$ cat src/hw/rtl/cpcr_pkg.sv
package cpcr_pkg;

    localparam int MAIN_REG_COUNT = 8;
    localparam int PC_REG_COUNT   = 2;
    localparam int MAIN_IDX_W     = $clog2(MAIN_REG_COUNT);
    localparam int PC_IDX_W       = $clog2(PC_REG_COUNT);

    localparam int LOCAL_W  = 13;
    localparam int DRAM_W   = 24;
    localparam int STATUS_W = 15;
    localparam int ROWS_W   = 9;
    localparam int SKIP_W   = 12;

    localparam logic [1:0] REQ_READ  = 2'd0;
    localparam logic [1:0] REQ_WRITE = 2'd1;
    localparam logic [1:0] REQ_TICK  = 2'd2;

    localparam logic [MAIN_IDX_W-1:0] REG_MEM_ADDR  = 3'd0;
    localparam logic [MAIN_IDX_W-1:0] REG_DRAM_ADDR = 3'd1;
    localparam logic [MAIN_IDX_W-1:0] REG_RD_LEN    = 3'd2;
    localparam logic [MAIN_IDX_W-1:0] REG_WR_LEN    = 3'd3;
    localparam logic [MAIN_IDX_W-1:0] REG_STATUS    = 3'd4;
    localparam logic [MAIN_IDX_W-1:0] REG_DMA_FULL  = 3'd5;
    localparam logic [MAIN_IDX_W-1:0] REG_DMA_BUSY  = 3'd6;
    localparam logic [MAIN_IDX_W-1:0] REG_SEMAPHORE = 3'd7;

    localparam logic [STATUS_W-1:0] STATUS_RESET = 15'h0001;

    typedef struct packed {
        logic [1:0]  req_type;
        logic        reg_space;
        logic [15:0] byte_offset;
        logic [31:0] write_data;
        logic [31:0] write_mask;
    } req_t;

    typedef struct packed {
        logic [31:0]        read_data;
        logic               access_error;
        logic               intr_clear_pulse;
        logic               intr_set_pulse;
        logic               task_start_pulse;
        logic               dma_valid;
        logic               dma_to_local;
        logic [LOCAL_W-1:0] local_addr;
        logic [DRAM_W-1:0]  dram_addr;
        logic               dma_last;
        logic               dma_busy;
    } rsp_t;

    typedef struct packed {
        logic [31:0] read_data;
        logic        access_error;
        logic        intr_clear_pulse;
        logic        intr_set_pulse;
        logic        task_start_pulse;
    } regs_rsp_t;

    typedef struct packed {
        logic               start;
        logic               to_local;
        logic [31:0]        len;
        logic [LOCAL_W-1:0] local_ptr;
        logic [DRAM_W-1:0]  dram_ptr;
    } dma_cmd_t;

    typedef struct packed {
        logic               dma_valid;
        logic               dma_to_local;
        logic [LOCAL_W-1:0] local_addr;
        logic [DRAM_W-1:0]  dram_addr;
        logic               dma_last;
    } dma_out_t;

endpackage

$ cat src/hw/rtl/coprocessor_control_regs_dma_core.sv
// A request is taken into the s1 stage register; its result is registered when the stage advances.
// Throughput: one request per cycle unless rsp_stall blocks intake; all register and DMA updates finish in one stage.
// A held result does not block intake until the single staged request is also waiting.
// Reset (rst_n low, asynchronous): registers, semaphore and DMA clear, status reads halted.
// Both pipeline valids clear on reset; no clearing pass is needed.
module coprocessor_control_regs_dma_core
    import cpcr_pkg::*;
(
    input  logic clk,
    input  logic rst_n,
    input  logic req_valid,
    output logic req_stall,
    input  req_t req,
    output logic rsp_valid,
    input  logic rsp_stall,
    output rsp_t rsp
);

    logic      s1_valid_reg;
    req_t      s1_req_reg;
    logic      rsp_valid_reg;
    rsp_t      rsp_reg;
    rsp_t      rsp_next;
    logic      advance;
    logic      fire;
    logic      known;

    regs_rsp_t regs_rsp;
    dma_cmd_t  dma_cmd;
    dma_out_t  dma_out;
    logic      dma_active;
    logic      dma_active_next;

    assign advance   = s1_valid_reg && (!rsp_valid_reg || !rsp_stall);
    assign req_stall = s1_valid_reg && !advance;
    assign fire      = advance;
    assign known     = (s1_req_reg.req_type == REQ_READ)
                    || (s1_req_reg.req_type == REQ_WRITE)
                    || (s1_req_reg.req_type == REQ_TICK);
    assign rsp_valid = rsp_valid_reg;
    assign rsp       = rsp_reg;

    cpcr_regs u_regs (
        .clk        (clk),
        .rst_n      (rst_n),
        .fire       (fire),
        .req        (s1_req_reg),
        .dma_active (dma_active),
        .regs_rsp   (regs_rsp),
        .dma_cmd    (dma_cmd)
    );

    cpcr_dma u_dma (
        .clk         (clk),
        .rst_n       (rst_n),
        .fire        (fire),
        .tick        (s1_req_reg.req_type == REQ_TICK),
        .dma_cmd     (dma_cmd),
        .active      (dma_active),
        .active_next (dma_active_next),
        .dma_out     (dma_out)
    );

    always_comb
    begin
        rsp_next = '0;
        if (known)
        begin
            rsp_next.read_data        = regs_rsp.read_data;
            rsp_next.access_error     = regs_rsp.access_error;
            rsp_next.intr_clear_pulse = regs_rsp.intr_clear_pulse;
            rsp_next.intr_set_pulse   = regs_rsp.intr_set_pulse;
            rsp_next.task_start_pulse = regs_rsp.task_start_pulse;
            rsp_next.dma_valid        = dma_out.dma_valid;
            rsp_next.dma_to_local     = dma_out.dma_to_local;
            rsp_next.local_addr       = dma_out.local_addr;
            rsp_next.dram_addr        = dma_out.dram_addr;
            rsp_next.dma_last         = dma_out.dma_last;
            rsp_next.dma_busy         = dma_active_next;
        end
    end

    always_ff @(posedge clk or negedge rst_n)
    begin
        if (!rst_n)
        begin
            s1_valid_reg  <= 1'b0;
            rsp_valid_reg <= 1'b0;
        end
        else
        begin
            if (req_valid && !req_stall)
            begin
                s1_valid_reg <= 1'b1;
            end
            else if (advance)
            begin
                s1_valid_reg <= 1'b0;
            end

            if (advance)
            begin
                rsp_valid_reg <= 1'b1;
            end
            else if (!rsp_stall)
            begin
                rsp_valid_reg <= 1'b0;
            end
        end
    end

    always_ff @(posedge clk)
    begin
        if (req_valid && !req_stall)
        begin
            s1_req_reg <= req;
        end
        if (advance)
        begin
            rsp_reg <= rsp_next;
        end
    end

    assert property (@(posedge clk) disable iff (!rst_n)
        rsp_valid_reg && rsp_reg.dma_last |-> !rsp_reg.dma_busy)
        else $error("last byte reported with DMA still busy");

    assert property (@(posedge clk) disable iff (!rst_n)
        rsp_valid_reg && rsp_reg.dma_valid
            |-> (rsp_reg.read_data == '0) && !rsp_reg.access_error
                && !rsp_reg.task_start_pulse)
        else $error("DMA byte mixed with register access result");

    assert property (@(posedge clk) disable iff (!rst_n)
        rsp_valid_reg && rsp_reg.access_error
            |-> (rsp_reg.read_data == '0) && !rsp_reg.intr_set_pulse
                && !rsp_reg.intr_clear_pulse && !rsp_reg.task_start_pulse)
        else $error("missing register produced side effects");

endmodule

$ cat src/hw/rtl/cpcr_regs.sv
module cpcr_regs
    import cpcr_pkg::*;
(
    input  logic      clk,
    input  logic      rst_n,
    input  logic      fire,
    input  req_t      req,
    input  logic      dma_active,
    output regs_rsp_t regs_rsp,
    output dma_cmd_t  dma_cmd
);

    logic [LOCAL_W-1:0]  mem_addr_reg, mem_addr_next;
    logic [DRAM_W-1:0]   dram_addr_reg, dram_addr_next;
    logic [31:0]         rd_len_reg, rd_len_next;
    logic [31:0]         wr_len_reg, wr_len_next;
    logic [STATUS_W-1:0] status_reg, status_next;
    logic                sema_reg, sema_next;
    logic [31:0]         pc_reg [PC_REG_COUNT];
    logic [31:0]         pc_next;
    logic                pc_we;

    logic                  is_read;
    logic                  is_write;
    logic                  hit;
    logic [MAIN_IDX_W-1:0] midx;
    logic [PC_IDX_W-1:0]   pidx;
    logic [31:0]           wv;
    logic [31:0]           pc_old;

    assign is_read  = (req.req_type == REQ_READ);
    assign is_write = (req.req_type == REQ_WRITE);
    assign midx     = req.byte_offset[MAIN_IDX_W+1:2];
    assign pidx     = req.byte_offset[PC_IDX_W+1:2];
    assign hit      = req.reg_space ? (req.byte_offset[15:PC_IDX_W+2] == '0)
                                    : (req.byte_offset[15:MAIN_IDX_W+2] == '0);
    assign wv       = req.write_data & req.write_mask;
    assign pc_old   = pc_reg[pidx];
    assign pc_next  = (pc_old & ~req.write_mask) | wv;

    always_comb
    begin
        mem_addr_next  = mem_addr_reg;
        dram_addr_next = dram_addr_reg;
        rd_len_next    = rd_len_reg;
        wr_len_next    = wr_len_reg;
        status_next    = status_reg;
        sema_next      = sema_reg;
        pc_we          = 1'b0;
        regs_rsp       = '0;
        dma_cmd        = '0;
        dma_cmd.local_ptr = mem_addr_reg;
        dma_cmd.dram_ptr  = dram_addr_reg;

        if ((is_read || is_write) && !hit)
        begin
            regs_rsp.access_error = 1'b1;
        end
        else if (is_read)
        begin
            if (req.reg_space)
            begin
                regs_rsp.read_data = pc_old;
            end
            else
            begin
                unique case (midx)
                    REG_MEM_ADDR:  regs_rsp.read_data = 32'(mem_addr_reg);
                    REG_DRAM_ADDR: regs_rsp.read_data = 32'(dram_addr_reg);
                    REG_RD_LEN:    regs_rsp.read_data = rd_len_reg;
                    REG_WR_LEN:    regs_rsp.read_data = wr_len_reg;
                    REG_STATUS:    regs_rsp.read_data = 32'(status_reg);
                    REG_DMA_FULL:  regs_rsp.read_data = '0;
                    REG_DMA_BUSY:  regs_rsp.read_data = 32'(dma_active);
                    REG_SEMAPHORE:
                    begin
                        regs_rsp.read_data = 32'(sema_reg);
                        sema_next          = 1'b1;
                    end
                    default:       regs_rsp.read_data = '0;
                endcase
            end
        end
        else if (is_write)
        begin
            if (req.reg_space)
            begin
                pc_we = 1'b1;
            end
            else
            begin
                unique case (midx)
                    REG_MEM_ADDR:
                        mem_addr_next = (mem_addr_reg & ~req.write_mask[LOCAL_W-1:0])
                                      | wv[LOCAL_W-1:0];
                    REG_DRAM_ADDR:
                        dram_addr_next = (dram_addr_reg & ~req.write_mask[DRAM_W-1:0])
                                       | wv[DRAM_W-1:0];
                    REG_RD_LEN:
                    begin
                        rd_len_next      = (rd_len_reg & ~req.write_mask) | wv;
                        dma_cmd.start    = 1'b1;
                        dma_cmd.to_local = 1'b1;
                        dma_cmd.len      = rd_len_next;
                    end
                    REG_WR_LEN:
                    begin
                        wr_len_next      = (wr_len_reg & ~req.write_mask) | wv;
                        dma_cmd.start    = 1'b1;
                        dma_cmd.to_local = 1'b0;
                        dma_cmd.len      = wr_len_next;
                    end
                    REG_STATUS:
                    begin
                        // set wins over clear
                        if (wv[0]) status_next[0] = 1'b0;
                        if (wv[1]) status_next[0] = 1'b1;
                        if (wv[2]) status_next[1] = 1'b0;
                        if (wv[5]) status_next[5] = 1'b0;
                        if (wv[6]) status_next[5] = 1'b1;
                        if (wv[7]) status_next[6] = 1'b0;
                        if (wv[8]) status_next[6] = 1'b1;
                        for (int k = 0; k < 8; k++)
                        begin
                            if (wv[9 + 2*k])  status_next[7 + k] = 1'b0;
                            if (wv[10 + 2*k]) status_next[7 + k] = 1'b1;
                        end
                        regs_rsp.intr_clear_pulse = wv[3];
                        regs_rsp.intr_set_pulse   = wv[4];
                        regs_rsp.task_start_pulse = (wv[0] || wv[2])
                                                  && (status_next[1:0] == 2'b00);
                    end
                    REG_DMA_FULL, REG_DMA_BUSY: ;
                    REG_SEMAPHORE: sema_next = 1'b0;
                    default: ;
                endcase
            end
        end
    end

    always_ff @(posedge clk or negedge rst_n)
    begin
        if (!rst_n)
        begin
            mem_addr_reg  <= '0;
            dram_addr_reg <= '0;
            rd_len_reg    <= '0;
            wr_len_reg    <= '0;
            status_reg    <= STATUS_RESET;
            sema_reg      <= 1'b0;
            for (int i = 0; i < PC_REG_COUNT; i++)
            begin
                pc_reg[i] <= '0;
            end
        end
        else if (fire)
        begin
            mem_addr_reg  <= mem_addr_next;
            dram_addr_reg <= dram_addr_next;
            rd_len_reg    <= rd_len_next;
            wr_len_reg    <= wr_len_next;
            status_reg    <= status_next;
            sema_reg      <= sema_next;
            if (pc_we)
            begin
                pc_reg[pidx] <= pc_next;
            end
        end
    end

    // broke is clear-only and bits 2..4 are unused
    assert property (@(posedge clk) disable iff (!rst_n)
        status_reg[4:1] == 4'b0000)
        else $error("status reserved or broke bit set");

endmodule

$ cat src/hw/rtl/cpcr_dma.sv
module cpcr_dma
    import cpcr_pkg::*;
(
    input  logic     clk,
    input  logic     rst_n,
    input  logic     fire,
    input  logic     tick,
    input  dma_cmd_t dma_cmd,
    output logic     active,
    output logic     active_next,
    output dma_out_t dma_out
);

    logic               active_reg;
    logic               dir_reg, dir_next;
    logic [LOCAL_W-1:0] local_ptr_reg, local_ptr_next;
    logic [DRAM_W-1:0]  dram_ptr_reg, dram_ptr_next;
    logic [LOCAL_W-1:0] bytes_left_reg, bytes_left_next;
    logic [ROWS_W-1:0]  rows_left_reg, rows_left_next;
    logic [LOCAL_W-1:0] row_len_reg, row_len_next;
    logic [SKIP_W-1:0]  skip_reg, skip_next;

    logic [LOCAL_W-1:0] bytes_dec;
    logic [ROWS_W-1:0]  rows_dec;
    logic [DRAM_W-1:0]  dram_inc;
    logic [DRAM_W-1:0]  dram_skip;

    assign active    = active_reg;
    assign bytes_dec = bytes_left_reg - 1'b1;
    assign rows_dec  = rows_left_reg - 1'b1;
    assign dram_inc  = dram_ptr_reg + 1'b1;
    assign dram_skip = dram_ptr_reg + DRAM_W'(skip_reg) + 1'b1;

    always_comb
    begin
        active_next     = active_reg;
        dir_next        = dir_reg;
        local_ptr_next  = local_ptr_reg;
        dram_ptr_next   = dram_ptr_reg;
        bytes_left_next = bytes_left_reg;
        rows_left_next  = rows_left_reg;
        row_len_next    = row_len_reg;
        skip_next       = skip_reg;
        dma_out         = '0;

        if (dma_cmd.start)
        begin
            active_next     = 1'b1;
            dir_next        = dma_cmd.to_local;
            row_len_next    = {1'b0, dma_cmd.len[11:0] | 12'h007} + 1'b1;
            bytes_left_next = row_len_next;
            rows_left_next  = {1'b0, dma_cmd.len[19:12]} + 1'b1;
            skip_next       = dma_cmd.len[31:20];
            local_ptr_next  = dma_cmd.local_ptr;
            dram_ptr_next   = dma_cmd.dram_ptr;
        end
        else if (tick && active_reg)
        begin
            dma_out.dma_valid    = 1'b1;
            dma_out.dma_to_local = dir_reg;
            dma_out.local_addr   = local_ptr_reg;
            dma_out.dram_addr    = dram_ptr_reg;
            dma_out.dma_last     = (bytes_left_reg == LOCAL_W'(1))
                                && (rows_left_reg == ROWS_W'(1));

            // 12-bit offset wraps inside the bank
            local_ptr_next  = {local_ptr_reg[LOCAL_W-1], local_ptr_reg[LOCAL_W-2:0] + 1'b1};
            dram_ptr_next   = dram_inc;
            bytes_left_next = bytes_dec;
            if (bytes_dec == '0)
            begin
                rows_left_next = rows_dec;
                if (rows_dec == '0)
                begin
                    active_next = 1'b0;
                end
                else
                begin
                    bytes_left_next = row_len_reg;
                    dram_ptr_next   = dram_skip;
                end
            end
        end
    end

    always_ff @(posedge clk or negedge rst_n)
    begin
        if (!rst_n)
        begin
            active_reg     <= 1'b0;
            dir_reg        <= 1'b0;
            local_ptr_reg  <= '0;
            dram_ptr_reg   <= '0;
            bytes_left_reg <= '0;
            rows_left_reg  <= '0;
            row_len_reg    <= '0;
            skip_reg       <= '0;
        end
        else if (fire)
        begin
            active_reg     <= active_next;
            dir_reg        <= dir_next;
            local_ptr_reg  <= local_ptr_next;
            dram_ptr_reg   <= dram_ptr_next;
            bytes_left_reg <= bytes_left_next;
            rows_left_reg  <= rows_left_next;
            row_len_reg    <= row_len_next;
            skip_reg       <= skip_next;
        end
    end

    assert property (@(posedge clk) disable iff (!rst_n)
        active_reg |-> (bytes_left_reg != '0) && (rows_left_reg != '0))
        else $error("active transfer with empty counters");

    assert property (@(posedge clk) disable iff (!rst_n)
        active_reg |-> (bytes_left_reg <= row_len_reg))
        else $error("row byte count exceeds row length");

endmodule
$ cat config.mk
export PLATFORM = sky130hd
export DESIGN_NAME = coprocessor_control_regs_dma_core
export DESIGN_NICKNAME = d
export VERILOG_FILES = /design/src/hw/rtl/cpcr_pkg.sv /design/src/hw/rtl/coprocessor_control_regs_dma_core.sv /design/src/hw/rtl/cpcr_regs.sv /design/src/hw/rtl/cpcr_dma.sv
export SDC_FILE = /design/constraint.sdc
export NUM_CORES = 1
export LEC_CHECK = 0
export BUFFER_PORTS_ARGS = -buffer_cell sky130_fd_sc_hd__buf_4
export CORE_ASPECT_RATIO = 1.5
export CORE_MARGIN = 3
export CORE_UTILIZATION = 45
export DETAILED_ROUTE_END_ITERATION = 7
export PLACE_DENSITY = 0.62
export SYNTH_ARGS = -nofsm -noshare
export SYNTH_HDL_FRONTEND = slang
export SYNTH_SLANG_ARGS = --single-unit
export TNS_END_PERCENT = 50
$ cat constraint.sdc
create_clock -name clk -period 7.3 [get_ports clk]
set_input_delay 1.095 -clock clk [delete_from_list [all_inputs] [get_ports clk]]
set_output_delay 1.095 -clock clk [all_outputs]
set_load 0.02 [all_outputs]
# --- Word-level counts from Yosys, hierarchy flattened ---
# Cells that the tools add are included.
totals:
  register_bits: 426
  in_bits: 87
  output_inout_bits: 79
  elab_cells: 235
op_classes:
  n_addsub: 8
  order_cmp: 2
  n_eq_ne: 16
  mux: 80
  bitwise: 22
  n_reduce_logical: 62
ops:
  columns: ["cell", "n"]
  rows:
  - ["$pmux W32 S8", 1]
  - ["$mux W32", 5]
  - ["$mux W34", 4]
  - ["$and A32 B32 Y32", 4]
  - ["$mux W24", 4]
  - ["$or A32 B32 Y32", 3]
  - ["$reduce_and A7 Y1", 11]
  - ["$pmux W34 S2", 1]
  - ["$mux W13", 5]
  - ["$bwmux W64", 1]
  - ["$mux W1", 53]
  - ["$add A24 B1 Y24 const B", 2]
  - ["$mux W40", 1]
  - ["$demux W32 S1", 1]
  - ["$not A32 Y32", 1]
  - ["$reduce_and A6 Y1", 5]
  - ["$reduce_bool A2 Y1", 14]
  - ["$mux W9", 3]
  - ["$logic_not A13 Y1", 2]
  - ["$add A24 B12 Y24", 1]
  - ["$and A24 B24 Y24", 1]
  - ["$not A24 Y24", 1]
  - ["$or A24 B24 Y24", 1]
  - ["$add A12 B1 Y13 const B", 1]
  - ["33 further kinds", 64]

# --- Longest topological paths before layout ---
# Gate-level depths: netlist (run 1).
depth:
  depth_word: 10
  mapped_depth: 13
  depth_no_buf: 11

# --- Hierarchy ---
# Synthesis (run 1) repeated with hierarchy kept, for this count alone.
hier_totals:
  cells_unflattened: 2127
  hier_area_um2: 22489.1
modules_own_cells:
  columns: ["mod", "instances", "cells_per_inst", "area_per_inst_um2", "seq_area_each_um2"]
  rows:
  - ["cpcr_regs", 1, 1118, 10925.5, 4455.5]
  - ["cpcr_dma", 1, 754, 6059.6, 2077.0]
  - ["coprocessor_control_regs_dma_core", 1, 255, 5504.0, 4854.7]

# --- Worst setup path before layout (run 1) ---
# No wires, ideal clock.
synth_timing:
  kind: "input to register"
  start: "in rsp_stall"
  end: "reg u_dma.dram_ptr_reg[11]"
  setup_ns: 0.120
  arrival_time_ns: 4.310
  t_required_ns: 7.180
  setup_slack_ns: 2.870
  path_stages: 11
  path_buffers: 3
  cell_sequence: "nand2_1 -> nand2_1 -> buf_2 -> inv_1 -> and2_1 -> clkbuf_1 -> nor2_1 -> clkbuf_1 -> a21oi_1 -> o31ai_1 -> a31o_2"
synth_between:
  elab_chain_len: 4
synth_rtl:
  columns: ["element", "line", "rtl"]
  rows:
  - ["from (decl)", "coprocessor_control_regs_dma_core.sv:15", "input logic rsp_stall,"]
  - ["$logic_not A1 Y1", null, null]
  - ["$logic_or A1 B1 Y1", "coprocessor_control_regs_dma_core.sv:34", "assign advance = s1_valid_reg && (!rsp_valid_reg || !rsp_stall);"]
  - ["$logic_and A1 B1 Y1", "coprocessor_control_regs_dma_core.sv:34", null]
  - ["named net advance", "coprocessor_control_regs_dma_core.sv:24", "logic advance;"]
  - ["$reduce_and A2 Y1 (no source line)", null, null]
  - ["to (signal assigned)", "cpcr_dma.sv:104", "dram_ptr_reg <= dram_ptr_next;"]
  - ["to (decl)", "cpcr_dma.sv:17", "logic [DRAM_W-1:0] dram_ptr_reg, dram_ptr_next;"]
# The timed path passes the listed nets, and every way through them passes these cells.
# A chain may end at the register's enable or synchronous reset.

# --- Final worst setup path (run 1) ---
layout_timing:
  start: "reg s1_req_reg[80] in the netlist's numbering"
  end: "reg u_dma.dram_ptr_reg[19]"
layout_between:
  elab_chain_len: 6
  elab_cells_between_ends: 10
  classes_between: "6 x mux; 4 x reduce/logical"
layout_rtl:
  columns: ["element", "line", "rtl"]
  rows:
  - ["from (decl)", "coprocessor_control_regs_dma_core.sv:20", "req_t s1_req_reg;"]
  - ["from (signal assigned)", "coprocessor_control_regs_dma_core.sv:116", "s1_req_reg <= req;"]
  - ["$mux W34 / $mux W1 (equally long branches)", "cpcr_regs.sv:86, cpcr_regs.sv:35", null]
  - ["$mux W34 / $logic_not A1 Y1 (equally long branches)", "cpcr_regs.sv:84, cpcr_regs.sv:55", null]
  - ["$mux W34 / $logic_and A1 B1 Y1 (equally long branches)", "cpcr_regs.sv:59, cpcr_regs.sv:55", null]
  - ["$mux W34 (*)", "cpcr_regs.sv:55", "if ((is_read || is_write) && !hit)"]
  - ["$reduce_bool A2 Y1 (no source line)", null, null]
  - ["$reduce_and A2 Y1 (no source line)", null, null]
# Every way passes the cells marked *; elsewhere a longest branch is shown, timed or not.

==> results of run 1 <==
## worst max-delay path by stage
stage	depth (start not counted)	from	end	slack, ps
after floorplan	11	rsp_stall	u_dma.dram_ptr_reg[11]	2870
after global placement	9	rsp_stall	u_dma.skip_reg[9]	2920
after detailed placement	9	rsp_stall	u_dma.skip_reg[9]	2880
after CTS	10	s1_req_reg[74]	u_dma.dram_ptr_reg[19]	3420
after global routing	10	s1_req_reg[74]	u_dma.dram_ptr_reg[19]	3150
final	11	s1_req_reg[80]	u_dma.dram_ptr_reg[19]	3390
## metal layers
| layer | global-route usage, % | part of all wire [%] | routed length (um) |
|---|---|---|---|
| met5 | 0 | 0 | 0 |
| met4 | 7.28 | 2.9 | 1600 |
| met1 | 28.3 | 41 | 22600 |
| met3 | 2.75 | 4.5 | 2470 |
| met2 | 40.0 | 51 | 28200 |
## kinds of logic after synthesis
| logic type | count (synthesis) | synth area share (%) |
|---|---|---|
| AOI/OAI and AO/OA | 350 | 10.9 |
| DFF | 421 | 55.4 |
| muxes | 238 | 13.0 |
| adders and majority gates | 21 | 1.32 |
| buffers and inverters | 133 | 2.70 |
| xor gates and xnor gates | 35 | 1.50 |
| and+or+nand+nor | 664 | 15.1 |
## per-stage QoR
step | hold WS (ps) | instance area [um2] | util (%) | setup WS [ps]
6_report | 464 | 23600 | 52.6 | 3390
5_1_grt | 476 | 23600 | 52.6 | 3150
4_1_cts | 466 | 23600 | 52.6 | 3420
3_5_place_dp | 453 | 22200 | 49.6 | 2880
3_3_place_gp | 446 | 22200 | 49.6 | 2920
2_1_floorplan | 430 | 20400 | - | 2870
## final cells by class
class                   count  share of cell area [%]
well taps                 582                    3.09
inverters                  29                   0.468
clock buffers              62                    5.09
repair buffers            191                    6.12
clock inverters            14                   0.547
flip-flops and latches    421                    48.1
multi-input cells        1308                    36.6
## cells in the final DEF (no fill, tap or decap), types with 8 or more instances in the layout
master / instances
a31oi_1: 9
clkbuf_16: 44
edfxtp_1: 158
clkbuf_1: 15
xor2_1: 20
a21oi_1: 82
mux2_1: 22
o22ai_1: 8
xnor2_1: 15
nand2b_1: 17
a221oi_1: 8
nand2_1: 300
ha_1: 20
and3_1: 17
o21a_1: 9
dfrtp_1: 262
nor2_1: 131
a211oi_1: 31
nand3_1: 33
or3_1: 10
o211ai_1: 20
buf_4: 190
inv_1: 27
mux2_2: 184
a22oi_1: 20
nor2b_1: 12
nor3_1: 41
a21o_1: 15
nand4_1: 11
o21ai_0: 106
mux2i_1: 30
and2_1: 40
## power by group through the flow
stage | logic (mW) | clock network [mW] | registers [mW]
detailed placement | 0.672 | 0 | 2.82
CTS | 0.676 | 2.17 | 2.77
floorplan | 0.416 | 0 | 2.79
finish | 0.671 | 2.11 | 2.77
global route | 0.748 | 2.27 | 2.79
global placement | 0.656 | 0 | 2.81
## critical path, cell delays in order (launching register included)
cell and delay [ps]:
edfxtp_1 370, buf_4 320, nor3b_1 540, nand4_1 500
or3_1 490, buf_4 270, nand2_1 100, buf_4 380
nand2_1 140, or4_1 410, o21ai_0 90, a211oi_1 70
==> impl_metrics.csv, run 1 <==
group,metric,value,unit
run_status,status,"completed",
power_and_ir_drop,comb_power_share,12.1,%
power_and_ir_drop,seqPwrFrac,49.9,%
cts,cts_tree,"done",
route,dr.pass1.iters,7,
power_and_ir_drop,p_switching,1.48,mW
logic_synthesis,synth-seq-cells,421,
finish,instances_no_fill,2607,
setup_path,cp_data_arrival_time,4320,ps
floorplan,dieArea,0.0480,mm2
power_and_ir_drop,internal_power,4.08,mW
worst_hold_path,min_from,"u_dma.local_ptr_reg[12]",
finish,ff_latch_area,0.0113,mm2
setup_path,ff2ff_setup_slack,3390,ps
timing,drv_slew,0,
logic_synthesis,seq_area_frac_synth,55.4,%
worst_hold_path,holdPathEnd,"u_dma.local_ptr_reg[12]",
setup_path,cp-end-kind,"flip-flop",
timing,finalCritPeriodShare,53.5,%
logic_synthesis,synthDominantCellAreaShare,32.1,%
setup_path,start_kind,"flip-flop",
placement,place.gp.congestion,0.860,
power_and_ir_drop,vdd_ir_drop_max,184,uV
cts,htreeDepth,2,
logic_synthesis,synthTopCellsByCount,"nand2_1, dfrtp_1, mux2_2, edfxtp_1, nor2_1",
logic_synthesis,yosysTopAreaCell,"dfrtp_1",
timing,timing.slew.headroom,29.6,%
logic_synthesis,synth_cell_types,84,
logic_synthesis,ys_warn_count,0,
setup_path,rr_endpoint,"u_dma.dram_ptr_reg[19]",
placement,dp_cells,2531,
cts,clkSinkCount,421,
cts,cts_hold_buf,0,
floorplan,fp.dieH,267,um
timing,finalSetupTns,0,ps
floorplan,start_util,45.6,%
logic_synthesis,syn_area,0.0204,mm2
setup_path,worstPathRequired,7720,ps
global_route,grt_usage,22.4,%
timing,worst_pin_slew,1050,ps
logic_synthesis,syn-instance-count,1862,
cts,root_buffer,"clkbuf_16",
cts,cts-buffers-inserted,41,
finish,antenna-diode-count,0,
route,drt_iter0_markers,1251,
global_route,grt_pass1_wl,85600,um
logic_synthesis,synth.area.top_cells,"dfrtp_1, edfxtp_1, mux2_2",
worst_hold_path,holdPathStages,2,
timing,max_freq,256,MHz
power_and_ir_drop,p_leak,9.95,nW
finish,fillers,3969,
route,wl,54800,um
logic_synthesis,synth.most_common_cell,"nand2_1",
global_route,grt_max_degree,107,
logic_synthesis,synth_fp_nets,1970,
power_and_ir_drop,sw_frac_of_total,26.5,%
placement,place_hpwl,37800,um
timing,hold_viol_final,0,
route,via_count,14900,
run,cap_violations,0,
cts,cts_resized,0,
logic_synthesis,synth_edf_count,158,
setup_path,reg2regPathDepth,11,
setup_path,path_max_fanout,55,
route,wl_per_cell,21.0,um
logic_synthesis,syn-mean-instance-area,11.0,um2
timing,rsz0062_at_grt,"no",
floorplan,core_area,0.0448,mm2
logic_synthesis,synth_ff_type,"dfrtp_1",
floorplan,die_w,180,um
cts,cts_buffer_depth,3,
finish,areaGrowthSynthToFinish,15.3,%
power_and_ir_drop,p_per_area,236,mW/mm2
floorplan,std_cell_rows,95,
floorplan,io_pins,166,
timing,min_period,3910,ps
route,ant_nets,0,
timing,clock_skew,20.8,ps
setup_path,r2r_start,"s1_req_reg[80]",
power_and_ir_drop,pwr-share-clk,38.0,%
finish,drive_gt1_share,22.9,%
cts,path_clk_slew,60,ps
setup_path,criticalPathCategory,"reg -> reg",
finish,multiInputGateArea,0.00862,mm2
cts,postCtsSetupBuffers,0,
timing,final-setup-viol-count,0,
worst_hold_path,hp-class,"reg -> reg",
route,drc,0,
global_route,grt-ovfl-total,0,
route,viasPerCell,5.73,
global_route,antenna_found_initial,0,
finish,layout.nets,2100,
global_route,grt_pass1_vias,15000,
placement,port-buffer-count,163,
logic_synthesis,async_reset_ff_share,62.5,%
cts,insertion_delay,550,ps
power_and_ir_drop,total_power,5.56,mW
(Power assumes the default switching activity.)
==> run 2: changes to the inputs <==
==> constraint.sdc (replaced) <==
create_clock -name clk -period 4 [get_ports clk]
set_input_delay 0.6 -clock clk [delete_from_list [all_inputs] [get_ports clk]]
set_output_delay 0.6 -clock clk [all_outputs]
set_load 0.02 [all_outputs]
==> impl_metrics.csv, run 2 (synthesis results as in run 1) <==
group,metric,value,unit
run_status,status,"completed",
timing,min_period,3360,ps
global_route,grt-ovfl-total,0,
route,drt_iter0_markers,901,
cts,insertion_delay,550,ps
timing,clock_skew,13.6,ps
setup_path,rr_endpoint,"u_dma.dram_ptr_reg[18]",
placement,dp_cells,2555,
power_and_ir_drop,vdd_ir_drop_max,358,uV
floorplan,std_cell_rows,95,
timing,timing.slew.headroom,32.9,%
setup_path,path_max_fanout,12,
setup_path,worstPathRequired,4480,ps
route,viasPerCell,5.74,
setup_path,cp-end-kind,"flip-flop",
finish,drive_gt1_share,23.6,%
timing,holdWs,35.8,ps
setup_path,start_kind,"flip-flop",
setup_path,reg2regPathDepth,10,
timing,finalCritPeriodShare,84.1,%
setup_path,criticalPathCategory,"reg -> reg",
global_route,grt_pass1_vias,15300,
power_and_ir_drop,p_leak,10.1,nW
cts,cts_tree,"done",
timing,drv_slew,0,
finish,multiInputGateArea,0.00861,mm2
finish,fillers,3882,
route,dr.pass1.iters,7,
setup_path,cpMaxStageDelayCell,"mux2_2",
timing,finalSetupTns,0,ps
floorplan,die_w,180,um
setup_path,cp_data_arrival_time,3840,ps
finish,areaGrowthSynthToFinish,16.7,%
route,drc,0,
floorplan,dieArea,0.0480,mm2
finish,ff_latch_area,0.0113,mm2
floorplan,io_pins,166,
global_route,grt_usage,22.6,%
placement,place_hpwl,38900,um
cts,cts-buffers-inserted,41,
finish,final_cell_mix,"nand2_1, dfrtp_1, buf_4",
cts,cts_resized,0,
placement,port-buffer-count,163,
cts,cts_buffer_depth,3,
setup_path,critPathTopFamily,"simple AND/OR/NAND/NOR gates",
timing,max_freq,297,MHz
cts,cts_hold_buf,0,
placement,place.gp.congestion,0.877,
route,ant_nets,0,
setup_path,cp_cell_sequence,"inv_1 > ha_1 > nor3b_2 > nand4b_1 > xor2_1 > and4_1 > nand4b_1 > mux2_2 > or4_1 > nand3_1",
timing,hold_viol_final,0,
floorplan,core_area,0.0448,mm2
setup_path,r2r_start,"u_dma.bytes_left_reg[1]",
run,cap_violations,0,
global_route,grt_pass1_wl,86300,um
cts,clkSinkCount,421,
global_route,grt_max_degree,85,
finish,final_common_cell,"nand2_1",
timing,worst_pin_slew,1000,ps
timing,rsz0062_at_grt,"no",
cts,htreeDepth,2,
setup_path,cp_common_cell,"nand4b_1",
route,via_count,15100,
setup_path,cp.buffers_inverters,1,
setup_path,max_stage_delay,490,ps
finish,layout.nets,2124,
floorplan,start_util,45.6,%
worst_hold_path,hp-class,"in -> async",
cts,root_buffer,"clkbuf_16",
route,wl_per_cell,20.9,um
cts,path_clk_slew,70,ps
global_route,antenna_found_initial,1,
setup_path,ff2ff_setup_slack,640,ps
power_and_ir_drop,p_per_area,432,mW/mm2
cts,postCtsSetupBuffers,0,
finish,instances_no_fill,2631,
route,wl,55000,um
timing,final-setup-viol-count,0,
floorplan,fp.dieH,267,um
[run 2: metrics by stage]
stage	cell area [um2]	power, mW	worst slack (ps)	utilization (%)
global route	23800	10.8	409	53.2
finish	23900	10.3	637	53.2
CTS	23800	10.4	629	53.2
global placement	22500	6.34	742	50.1
detailed placement	22500	6.38	675	50.1
floorplan	20400	5.86	64.9	-
[run 2: metal layers]
layer  part of all wire (%)  global-route usage, %  up-vias
met4                    4.1                   9.39        2
met5                  0.020                      0        -
met1                     40                   28.0     7558
li1                       -                      -     7003
met2                     51                   39.8      412
met3                    4.7                   3.37      121
[run 2: power breakdown]
group	switching (mW)	total [mW]	internal, mW	leakage (nW)
combinational	0.729	1.25	0.520	4.33
sequential	0.314	5.05	4.74	5.10
clock	1.65	4.01	2.36	0.670
[run 2: worst max path at each step]
stage / start / endpoint / cells past startpoint
global placement: u_dma.bytes_left_reg[0] / u_dma.dram_ptr_reg[18] / 10
finish: u_dma.bytes_left_reg[1] / u_dma.dram_ptr_reg[18] / 10
global route: u_dma.bytes_left_reg[0] / u_dma.dram_ptr_reg[20] / 10
CTS: u_dma.bytes_left_reg[0] / u_dma.dram_ptr_reg[18] / 10
detailed placement: u_dma.bytes_left_reg[0] / u_dma.dram_ptr_reg[18] / 10
floorplan: rsp_stall / u_dma.dram_ptr_reg[11] / 11
[run 2: cell type report]
| class | count | share of cell area [%] |
|---|---|---|
| antenna | 1 | 0.0105 |
| sequential | 421 | 47.5 |
| timing repair buffer | 215 | 7.11 |
| clock buffer | 50 | 4.66 |
| multi-input combinational | 1308 | 36.1 |
| inverter | 29 | 0.462 |
| tap | 582 | 3.05 |
| clock inverter | 25 | 1.11 |
[run 2: worst register-to-register path, stage by stage (launching register included)]
cell and delay (ps):
dfrtp_1 440, inv_1 110, ha_1 280, nor3b_2 390
nand4b_1 160, xor2_1 270, and4_1 250, nand4b_1 320
mux2_2 500, or4_1 490, nand3_1 90
